## config.mk

```make
export PLATFORM = sky130hd
export DESIGN_NAME = ultrasonic_echo_ranger
export DESIGN_NICKNAME = d
export VERILOG_FILES = /design/src/hw/rtl/uer_pkg.sv /design/src/hw/rtl/ultrasonic_echo_ranger.sv
export SDC_FILE = /design/constraint.sdc
export NUM_CORES = 1
export LEC_CHECK = 0
export BUFFER_PORTS_ARGS = -buffer_cell sky130_fd_sc_hd__buf_2
export CORE_UTILIZATION = 64
export CTS_BUF_LIST = sky130_fd_sc_hd__clkbuf_16
export CTS_CLUSTER_DIAMETER = 150
export DETAILED_ROUTE_END_ITERATION = 10
export GPL_TIMING_DRIVEN = 0
export MAX_ROUTING_LAYER = met4
export PLACE_DENSITY = 0.87
export SYNTH_ARGS = -nofsm -noshare
export SYNTH_HDL_FRONTEND = slang
export SYNTH_SLANG_ARGS = --single-unit
```

## constraint.sdc

```tcl
create_clock -name clk -period 12.4 [get_ports clk]
set_clock_uncertainty 0.15 [all_clocks]
set_input_delay 1.86 -clock clk [delete_from_list [all_inputs] [get_ports clk]]
set_output_delay 1.86 -clock clk [all_outputs]
set_load 0.05 [all_outputs]
```

## src/hw/rtl/uer_pkg.sv

```systemverilog
// ============================================================================
// uer_pkg
// Shared types and constants for the ultrasonic echo ranger.
// ============================================================================
package uer_pkg;

    // measurement phase
    typedef enum logic [1:0] {
        PH_IDLE = 2'd0,
        PH_TRIG = 2'd1,
        PH_RISE = 2'd2,
        PH_FALL = 2'd3
    } phase_t;

    // per-transaction status flags carried down the pipeline
    typedef struct packed {
        logic trigger;
        logic busy;
        logic done;
        logic timed_out;
        logic new_meas;
    } flags_t;

    // configuration register indexes (byte address = 4 * index)
    localparam logic [2:0] REG_TRIGGER_TICKS = 3'd0;
    localparam logic [2:0] REG_TIMEOUT_TICKS = 3'd1;
    localparam logic [2:0] REG_SCALE_Q24     = 3'd2;
    localparam logic [2:0] REG_MIN_CM        = 3'd3;
    localparam logic [2:0] REG_MAX_CM        = 3'd4;

    // register reset values
    localparam logic [15:0] TRIGGER_TICKS_RST = 16'd10;
    localparam logic [19:0] TIMEOUT_TICKS_RST = 20'd50000;
    localparam logic [23:0] SCALE_Q24_RST     = 24'd287728;
    localparam logic [9:0]  MIN_CM_RST        = 10'd2;
    localparam logic [9:0]  MAX_CM_RST        = 10'd400;

    // field widths
    localparam int ELAPSED_W = 20;
    localparam int SCALE_W   = 24;
    localparam int PULSE_W   = 16;
    localparam int DIST_W    = 11;

    // distance limits and decimal split constants
    localparam logic [DIST_W-1:0] DIST_MAX    = 11'd2047;
    localparam logic [9:0]        DIGIT_CLAMP = 10'd999;
    localparam logic [DIST_W-1:0] TEN         = 11'd10;
    localparam logic [DIST_W-1:0] HUNDRED     = 11'd100;
    // c / 100 == (c * 41) >> 12 for c <= 999
    localparam logic [15:0]       RECIP_100   = 16'd41;
    // r / 10 == (r * 205) >> 11 for r <= 99
    localparam logic [14:0]       RECIP_10    = 15'd205;

endpackage

```

## src/hw/rtl/ultrasonic_echo_ranger.sv

```systemverilog
// ============================================================================
// ultrasonic_echo_ranger
// Echo-pulse ranging: trigger pulse, echo timing, fixed-point distance and
// decimal display digits, one result transaction per input tick.
// ============================================================================
// Every input transaction is one time tick (echo sample and start request)
// and produces exactly one result transaction. A new tick is taken every
// clock cycle while the result side keeps up. Behind the phase logic a
// tick passes a stage that registers its flags and pulse count, one for
// the count x scale multiply, one for the rounding and saturation of the
// distance, and the output register, which also holds the range check and
// the decimal digits. Back-pressure on the
// result side stalls the whole pipeline and deasserts s_axis_tready.
// Configuration is written over the APB port at byte address 4 * index.
// ============================================================================
module ultrasonic_echo_ranger
    import uer_pkg::*;
#(
    parameter int COUNT_BITS      = 16,
    parameter int SCALE_FRAC_BITS = 24
) (
    input  logic        clk,
    input  logic        rst_n,

    // tick stream in
    input  logic        s_axis_tvalid,
    output logic        s_axis_tready,
    // [0] echo, [1] start_req, [7:2] zero
    input  logic [7:0]  s_axis_tdata,

    // result stream out
    output logic        m_axis_tvalid,
    input  logic        m_axis_tready,
    // [0] trigger, [1] busy_res, [2] done_res, [3] timed_out,
    // [19:4] pulse_count, [30:20] span_cm, [31] in_range,
    // [35:32] hundreds, [39:36] tens, [43:40] ones, [45:44] blank_digits,
    // [47:46] zero
    output logic [47:0] m_axis_tdata,

    // configuration
    input  logic        psel,
    input  logic        penable,
    input  logic        pwrite,
    input  logic [4:0]  paddr,
    input  logic [31:0] pwdata,
    output logic [31:0] prdata,
    output logic        pready
);

    localparam int PROD_W = COUNT_BITS + SCALE_W;
    localparam int SUM_W  = PROD_W + 1;
    localparam logic [SUM_W-1:0] HALF = SUM_W'(1) << (SCALE_FRAC_BITS - 1);

    // ------------------------------------------------------------------
    // configuration registers
    // ------------------------------------------------------------------
    logic [15:0]        trigger_ticks_reg;
    logic [19:0]        timeout_ticks_reg;
    logic [SCALE_W-1:0] scale_q24_reg;
    logic [9:0]         min_cm_reg;
    logic [9:0]         max_cm_reg;
    logic [2:0]         reg_idx;
    logic               cfg_write;

    assign pready    = 1'b1;
    assign reg_idx   = paddr[4:2];
    assign cfg_write = psel & penable & pwrite & pready;

    // register write
    always_ff @(posedge clk or negedge rst_n)
    begin
        if (!rst_n)
        begin
            trigger_ticks_reg <= TRIGGER_TICKS_RST;
            timeout_ticks_reg <= TIMEOUT_TICKS_RST;
            scale_q24_reg     <= SCALE_Q24_RST;
            min_cm_reg        <= MIN_CM_RST;
            max_cm_reg        <= MAX_CM_RST;
        end
        else if (cfg_write)
        begin
            case (reg_idx)
                REG_TRIGGER_TICKS: trigger_ticks_reg <= pwdata[15:0];
                REG_TIMEOUT_TICKS: timeout_ticks_reg <= pwdata[19:0];
                REG_SCALE_Q24:     scale_q24_reg     <= pwdata[SCALE_W-1:0];
                REG_MIN_CM:        min_cm_reg        <= pwdata[9:0];
                REG_MAX_CM:        max_cm_reg        <= pwdata[9:0];
                default:           ;
            endcase
        end
    end

    // register read
    always_comb
    begin
        case (reg_idx)
            REG_TRIGGER_TICKS: prdata = 32'(trigger_ticks_reg);
            REG_TIMEOUT_TICKS: prdata = 32'(timeout_ticks_reg);
            REG_SCALE_Q24:     prdata = 32'(scale_q24_reg);
            REG_MIN_CM:        prdata = 32'(min_cm_reg);
            REG_MAX_CM:        prdata = 32'(max_cm_reg);
            default:           prdata = '0;
        endcase
    end

    // ------------------------------------------------------------------
    // pipeline handshake: all stages move together
    // ------------------------------------------------------------------
    logic out_valid_reg;
    logic v1_reg;
    logic v2_reg;
    logic v3_reg;
    logic advance;
    logic in_accept;

    assign advance       = !out_valid_reg || m_axis_tready;
    assign s_axis_tready = advance;
    assign in_accept     = s_axis_tvalid && advance;
    assign m_axis_tvalid = out_valid_reg;

    always_ff @(posedge clk or negedge rst_n)
    begin
        if (!rst_n)
        begin
            v1_reg        <= 1'b0;
            v2_reg        <= 1'b0;
            v3_reg        <= 1'b0;
            out_valid_reg <= 1'b0;
        end
        else if (advance)
        begin
            v1_reg        <= s_axis_tvalid;
            v2_reg        <= v1_reg;
            v3_reg        <= v2_reg;
            out_valid_reg <= v3_reg;
        end
    end

    // ------------------------------------------------------------------
    // measurement control state
    // ------------------------------------------------------------------
    phase_t                 phase_reg;
    phase_t                 phase_next;
    logic [ELAPSED_W-1:0]   elapsed_reg;
    logic [ELAPSED_W-1:0]   elapsed_next;
    logic [COUNT_BITS-1:0]  high_count_reg;
    logic [COUNT_BITS-1:0]  high_count_next;
    logic [COUNT_BITS-1:0]  held_pulse_reg;
    logic [COUNT_BITS-1:0]  held_pulse_next;
    logic                   echo_last_reg;

    logic                   echo;
    logic                   start_req;
    logic                   rise;
    phase_t                 ph_work;
    logic [ELAPSED_W-1:0]   el_work;
    logic [ELAPSED_W-1:0]   el_inc;
    flags_t                 flags_next;

    assign echo      = s_axis_tdata[0];
    assign start_req = s_axis_tdata[1];
    assign rise      = echo && !echo_last_reg;

    always_ff @(posedge clk or negedge rst_n)
    begin
        if (!rst_n)
        begin
            phase_reg      <= PH_IDLE;
            elapsed_reg    <= '0;
            high_count_reg <= '0;
            held_pulse_reg <= '0;
            echo_last_reg  <= 1'b0;
        end
        else if (in_accept)
        begin
            phase_reg      <= phase_next;
            elapsed_reg    <= elapsed_next;
            high_count_reg <= high_count_next;
            held_pulse_reg <= held_pulse_next;
            echo_last_reg  <= echo;
        end
    end

    // next phase, timers and flags for this tick
    always_comb
    begin
        ph_work         = phase_reg;
        el_work         = elapsed_reg;
        phase_next      = phase_reg;
        elapsed_next    = elapsed_reg;
        high_count_next = high_count_reg;
        held_pulse_next = held_pulse_reg;
        flags_next      = '0;

        if ((phase_reg == PH_IDLE) && start_req)
        begin
            ph_work = PH_TRIG;
            el_work = '0;
        end
        el_inc = el_work + ELAPSED_W'(1);

        case (ph_work)
            PH_TRIG:
            begin
                flags_next.trigger = 1'b1;
                if (el_inc >= ELAPSED_W'(trigger_ticks_reg))
                begin
                    phase_next   = PH_RISE;
                    elapsed_next = '0;
                end
                else
                begin
                    phase_next   = PH_TRIG;
                    elapsed_next = el_inc;
                end
            end
            PH_RISE, PH_FALL:
            begin
                phase_next = ph_work;
                if (ph_work == PH_RISE)
                begin
                    if (rise)
                    begin
                        phase_next      = PH_FALL;
                        high_count_next = COUNT_BITS'(1);
                    end
                end
                else if (echo)
                begin
                    high_count_next = high_count_reg + COUNT_BITS'(1);
                end
                else
                begin
                    // falling edge ends the measurement
                    held_pulse_next     = high_count_reg;
                    flags_next.done     = 1'b1;
                    flags_next.new_meas = 1'b1;
                    phase_next          = PH_IDLE;
                    elapsed_next        = '0;
                end
                if (!flags_next.done)
                begin
                    if (el_inc >= timeout_ticks_reg)
                    begin
                        flags_next.timed_out = 1'b1;
                        phase_next           = PH_IDLE;
                        elapsed_next         = '0;
                    end
                    else
                    begin
                        elapsed_next = el_inc;
                    end
                end
            end
            default:
            begin
                phase_next = PH_IDLE;
            end
        endcase

        flags_next.busy = (phase_next != PH_IDLE);
    end

    // ------------------------------------------------------------------
    // stage 1: flags and pulse count of the tick
    // ------------------------------------------------------------------
    flags_t                s1_flags_reg;
    logic [COUNT_BITS-1:0] s1_pulse_reg;

    always_ff @(posedge clk)
    begin
        if (advance)
        begin
            s1_flags_reg <= flags_next;
            s1_pulse_reg <= held_pulse_next;
        end
    end

    // ------------------------------------------------------------------
    // stage 2: count x scale
    // ------------------------------------------------------------------
    flags_t              s2_flags_reg;
    logic [PULSE_W-1:0]  s2_pulse_reg;
    logic [PROD_W-1:0]   s2_prod_reg;

    always_ff @(posedge clk)
    begin
        if (advance)
        begin
            s2_flags_reg <= s1_flags_reg;
            s2_pulse_reg <= PULSE_W'(s1_pulse_reg);
            s2_prod_reg  <= PROD_W'(s1_pulse_reg) * PROD_W'(scale_q24_reg);
        end
    end

    // ------------------------------------------------------------------
    // stage 3: round, saturate and hold the distance
    // ------------------------------------------------------------------
    logic [SUM_W-1:0]   round_sum;
    logic [SUM_W-1:0]   round_shift;
    logic [DIST_W-1:0]  dist_new;
    flags_t             s3_flags_reg;
    logic [PULSE_W-1:0] s3_pulse_reg;
    logic [DIST_W-1:0]  held_dist_reg;

    assign round_sum   = SUM_W'(s2_prod_reg) + HALF;
    assign round_shift = round_sum >> SCALE_FRAC_BITS;
    assign dist_new    = (round_shift > SUM_W'(DIST_MAX)) ? DIST_MAX
                                                          : round_shift[DIST_W-1:0];

    always_ff @(posedge clk or negedge rst_n)
    begin
        if (!rst_n)
        begin
            held_dist_reg <= '0;
        end
        else if (advance && v2_reg && s2_flags_reg.new_meas)
        begin
            held_dist_reg <= dist_new;
        end
    end

    always_ff @(posedge clk)
    begin
        if (advance)
        begin
            s3_flags_reg <= s2_flags_reg;
            s3_pulse_reg <= s2_pulse_reg;
        end
    end

    // ------------------------------------------------------------------
    // stage 4: range check, decimal digits, output register
    // ------------------------------------------------------------------
    logic [9:0]   clamp_d;
    logic [15:0]  hund_prod;
    logic [3:0]   hund_d;
    logic [9:0]   hund_sub;
    logic [9:0]   rem_wide;
    logic [6:0]   rem_d;
    logic [14:0]  tens_prod;
    logic [3:0]   tens_d;
    logic [6:0]   tens_sub;
    logic [6:0]   ones_wide;
    logic         in_range_d;
    logic [1:0]   blank_d;

    assign clamp_d    = (held_dist_reg > DIST_W'(DIGIT_CLAMP)) ? DIGIT_CLAMP
                                                               : held_dist_reg[9:0];
    assign hund_prod  = 16'(clamp_d) * RECIP_100;
    assign hund_d     = hund_prod[15:12];
    assign hund_sub   = 10'(hund_d) * 10'(HUNDRED);
    assign rem_wide   = clamp_d - hund_sub;
    assign rem_d      = rem_wide[6:0];
    assign tens_prod  = 15'(rem_d) * RECIP_10;
    assign tens_d     = tens_prod[14:11];
    assign tens_sub   = 7'(tens_d) * 7'(TEN);
    assign ones_wide  = rem_d - tens_sub;
    assign in_range_d = (held_dist_reg >= DIST_W'(min_cm_reg)) &&
                        (held_dist_reg <= DIST_W'(max_cm_reg));

    // leading blank positions
    always_comb
    begin
        if (held_dist_reg < TEN)
        begin
            blank_d = 2'd2;
        end
        else if (held_dist_reg < HUNDRED)
        begin
            blank_d = 2'd1;
        end
        else
        begin
            blank_d = 2'd0;
        end
    end

    flags_t             out_flags_reg;
    logic [PULSE_W-1:0] out_pulse_reg;
    logic [DIST_W-1:0]  out_dist_reg;
    logic               out_in_range_reg;
    logic [3:0]         out_hund_reg;
    logic [3:0]         out_tens_reg;
    logic [3:0]         out_ones_reg;
    logic [1:0]         out_blank_reg;

    always_ff @(posedge clk)
    begin
        if (advance)
        begin
            out_flags_reg    <= s3_flags_reg;
            out_pulse_reg    <= s3_pulse_reg;
            out_dist_reg     <= held_dist_reg;
            out_in_range_reg <= in_range_d;
            out_hund_reg     <= hund_d;
            out_tens_reg     <= tens_d;
            out_ones_reg     <= ones_wide[3:0];
            out_blank_reg    <= blank_d;
        end
    end

    // result transaction packing
    assign m_axis_tdata = {
        2'b00,
        out_blank_reg,
        out_ones_reg,
        out_tens_reg,
        out_hund_reg,
        out_in_range_reg,
        out_dist_reg,
        out_pulse_reg,
        out_flags_reg.timed_out,
        out_flags_reg.done,
        out_flags_reg.busy,
        out_flags_reg.trigger
    };

endmodule

```

==> flow_metrics.py <==
metrics = {
    "clock_network": {
        "post-cts-setup-buffers": 0,
        "cts_buffer_depth": 3,
        "cts_resized": 0,
        "cts_buffers": 30,
        "clock-sinks": 273,
        "clkTransAtPathRegs_ns": 0.07,
        "cts_hold_buf": 0,
        "clk_latency_ns": 0.61,
        "ctsRootBufferMaster": "clkbuf_16",
        "cts_tree": "done",
        "htree_num_levels": 1,
    },
    "global_route": {
        "grt_pass1_wl_um": 113000,
        "grt_overflow_total": 0,
        "grt_use_total_pct": 36.4,
        "grt_max_degree": 104,
        "grt_pass1_vias": 21400,
        "grt_antenna_before_repair": 0,
    },
    "die": {
        "fp.coreArea_um2": 40000,
        "die_h_um": 204,
        "die-area_um2": 41600,
        "start_util_pct": 65.2,
        "rows": 73,
        "chipWidth_um": 204,
        "io_pins": 135,
    },
    "layout": {
        "finalNetCount": 3426,
        "nFillCells": 2772,
        "final_cells": 3370,
        "final_cell_mix": "nand2_1 (474), inv_1 (440), fa_1 (318)",
        "drive_above_1_share_pct": 9.32,
        "area_growth_syn_to_layout_pct": 8.99,
        "largest_register_ffs": 24,
        "final_common_cell": "nand2_1",
    },
    "run": {
        "drv_cap": 0,
    },
    "timing": {
        "period_minus_slack_ns": 10.50,
        "slew_viol_final": 0,
        "slew_headroom_pct": 8.66,
        "period_share_pct": 84.6,
        "rsz0062_at_grt": "no",
        "finalSetupViolCount": 0,
        "hold_viol_final": 0,
        "timing.setup.tns_ns": 0,
        "tightestPinTransition_ns": 1.34,
        "fmax_ghz": 0.0953,
    },
    "route": {
        "routed_wl_um": 70000,
        "drt.antenna.violating_nets": 0,
        "drc": 0,
        "avgViaCountPerCell": 5.99,
        "wl_per_cell_um": 20.8,
        "drtIter0Drc": 1982,
        "vias": 20200,
        "first_pass_iters": 8,
    },
    "setup_path": {
        "crit_top_cell": "ha_1",
        "path_max_fanout": 9,
        "r2r_slack_ns": 1.90,
        "max_stage_delay_ns": 0.54,
        "critical_path_class": "reg -> reg",
        "worst-r2r-cell-count": 43,
        "regToRegEndpoint": "out_ones_reg[3]",
        "cp-end-kind": "flip-flop",
        "cp_slowest_cell": "dfrtp_1",
        "crit_arrival_ns": 10.69,
        "cp-start-kind": "flip-flop",
        "reg2reg_from": "held_dist_reg[3]",
        "worst_ep_required_time_ns": 12.60,
    },
    "worst_hold_path": {
        "hp-class": "reg -> reg",
        "min_to": "out_pulse_reg[10]",
        "min_path_cells": 0,
        "hp-start": "s3_pulse_reg[10]",
    },
    "synth": {
        "syn_area_um2": 26100,
        "synth_edf_count": 123,
        "synth_flop_cell": "dfrtp_1",
        "ys_warn_count": 0,
        "synth_cells": 2669,
        "syn_area_per_cell_um2": 9.77,
        "synth-async-reset-ratio_pct": 54.9,
        "synth_seq_cells": 273,
        "synth_cell_types": 73,
        "yosysSeqAreaShare_pct": 28.7,
    },
    "place": {
        "hpwl_um": 54500,
        "gp_congestion": 1.01,
        "dp.cells": 3312,
        "io_buffers": 105,
    },
    "outcome": {
        "outcome": "finished, final reports clean",
    },
}
-- synthesized netlist by cell type, drive strengths merged (23+ instances only) --
| cell | instances | share of area (%) |
|---|---|---|
| a21oi | 67 | 1.3 |
| and2 | 124 | 3.0 |
| nand2 | 474 | 6.8 |
| o21ai | 78 | 1.5 |
| nand3 | 29 | 0.56 |
| edfxtp | 123 | 14 |
| and3 | 23 | 0.55 |
| xor2 | 34 | 1.2 |
| inv | 436 | 6.3 |
| clkbuf | 110 | 1.6 |
| mux2i | 25 | 0.96 |
| fa | 318 | 24 |
| dfrtp | 129 | 12 |
| nor2 | 108 | 1.6 |
| buf | 23 | 0.56 |
| ha | 237 | 11 |
| xnor2 | 41 | 1.4 |
| mux2 | 45 | 1.9 |
-- cells by family after synthesis --
family / count (synthesis) / share of synthesized area, %
compound gates: 265 / 6.56
xor+xnor: 75 / 2.55
fa+ha+maj: 556 / 35.8
buf+inv: 569 / 8.42
flops: 273 / 28.7
mux: 71 / 2.99
other cells: 2 / 0.0288
simple gates: 858 / 15.0
-- layout make-up --
class	instances	area [um^2]	area share, %
repair buffers	109	622	2.19
diodes	2	5.00	0.0176
plain buffers	133	563	1.98
inverters	436	1640	5.76
well taps	525	657	2.31
clock buffers	30	751	2.64
multi-input cells	1836	16500	57.9
clock inverters	26	265	0.933
flip-flops and latches	273	7470	26.3
-- metal layers --
metal | part of all wire [%] | GRT usage, % | up-vias
met3 | 9.9 | 6.87 | 294
met4 | 5.9 | 18.5 | 0
met1 | 37 | 44.7 | 9899
met2 | 47 | 57.8 | 1198
li1 | - | - | 8797
met5 | 0 | - | -
-- worst max-delay path by stage --
stage / depth (start not counted) / from / slack (ns) / to
after floorplan: 43 / held_dist_reg[3] / 3.38 / out_ones_reg[3]
after global placement: 4 / m_axis_tready / 2.50 / s_axis_tready
after detailed placement: 43 / held_dist_reg[3] / 2.05 / out_ones_reg[3]
after CTS: 43 / held_dist_reg[3] / 1.99 / out_ones_reg[3]
after global routing: 43 / held_dist_reg[3] / 1.48 / out_ones_reg[3]
final: 43 / held_dist_reg[3] / 1.90 / out_ones_reg[3]
-- metrics by stage --
step	setup slack [ns]	cell area, um^2	hold slack [ns]	utilization (%)
3_5_place_dp	2.05	27400	0.255	68.5
6_report	1.90	28400	0.267	71.0
2_1_floorplan	3.38	26100	0.250	-
5_1_grt	1.48	28400	0.268	71.0
4_1_cts	1.99	28400	0.269	71.0
3_3_place_gp	2.50	27300	0.250	68.2
-- critical path, delay by kind of cell (launching register included) --
family | cells | cell delay (ns)
AO/OA/AOI/OAI | 10 | 2.56
XOR/XNOR | 6 | 1.11
adder cells (fa/ha/maj) | 13 | 4.18
buffers and inverters | 7 | 0.63
flip-flops | 1 | 0.54
AND/OR/NAND/NOR | 7 | 1.05
Power is not shown: default switching activity piles up to over one toggle a cycle in this logic, so the estimate is an artifact.
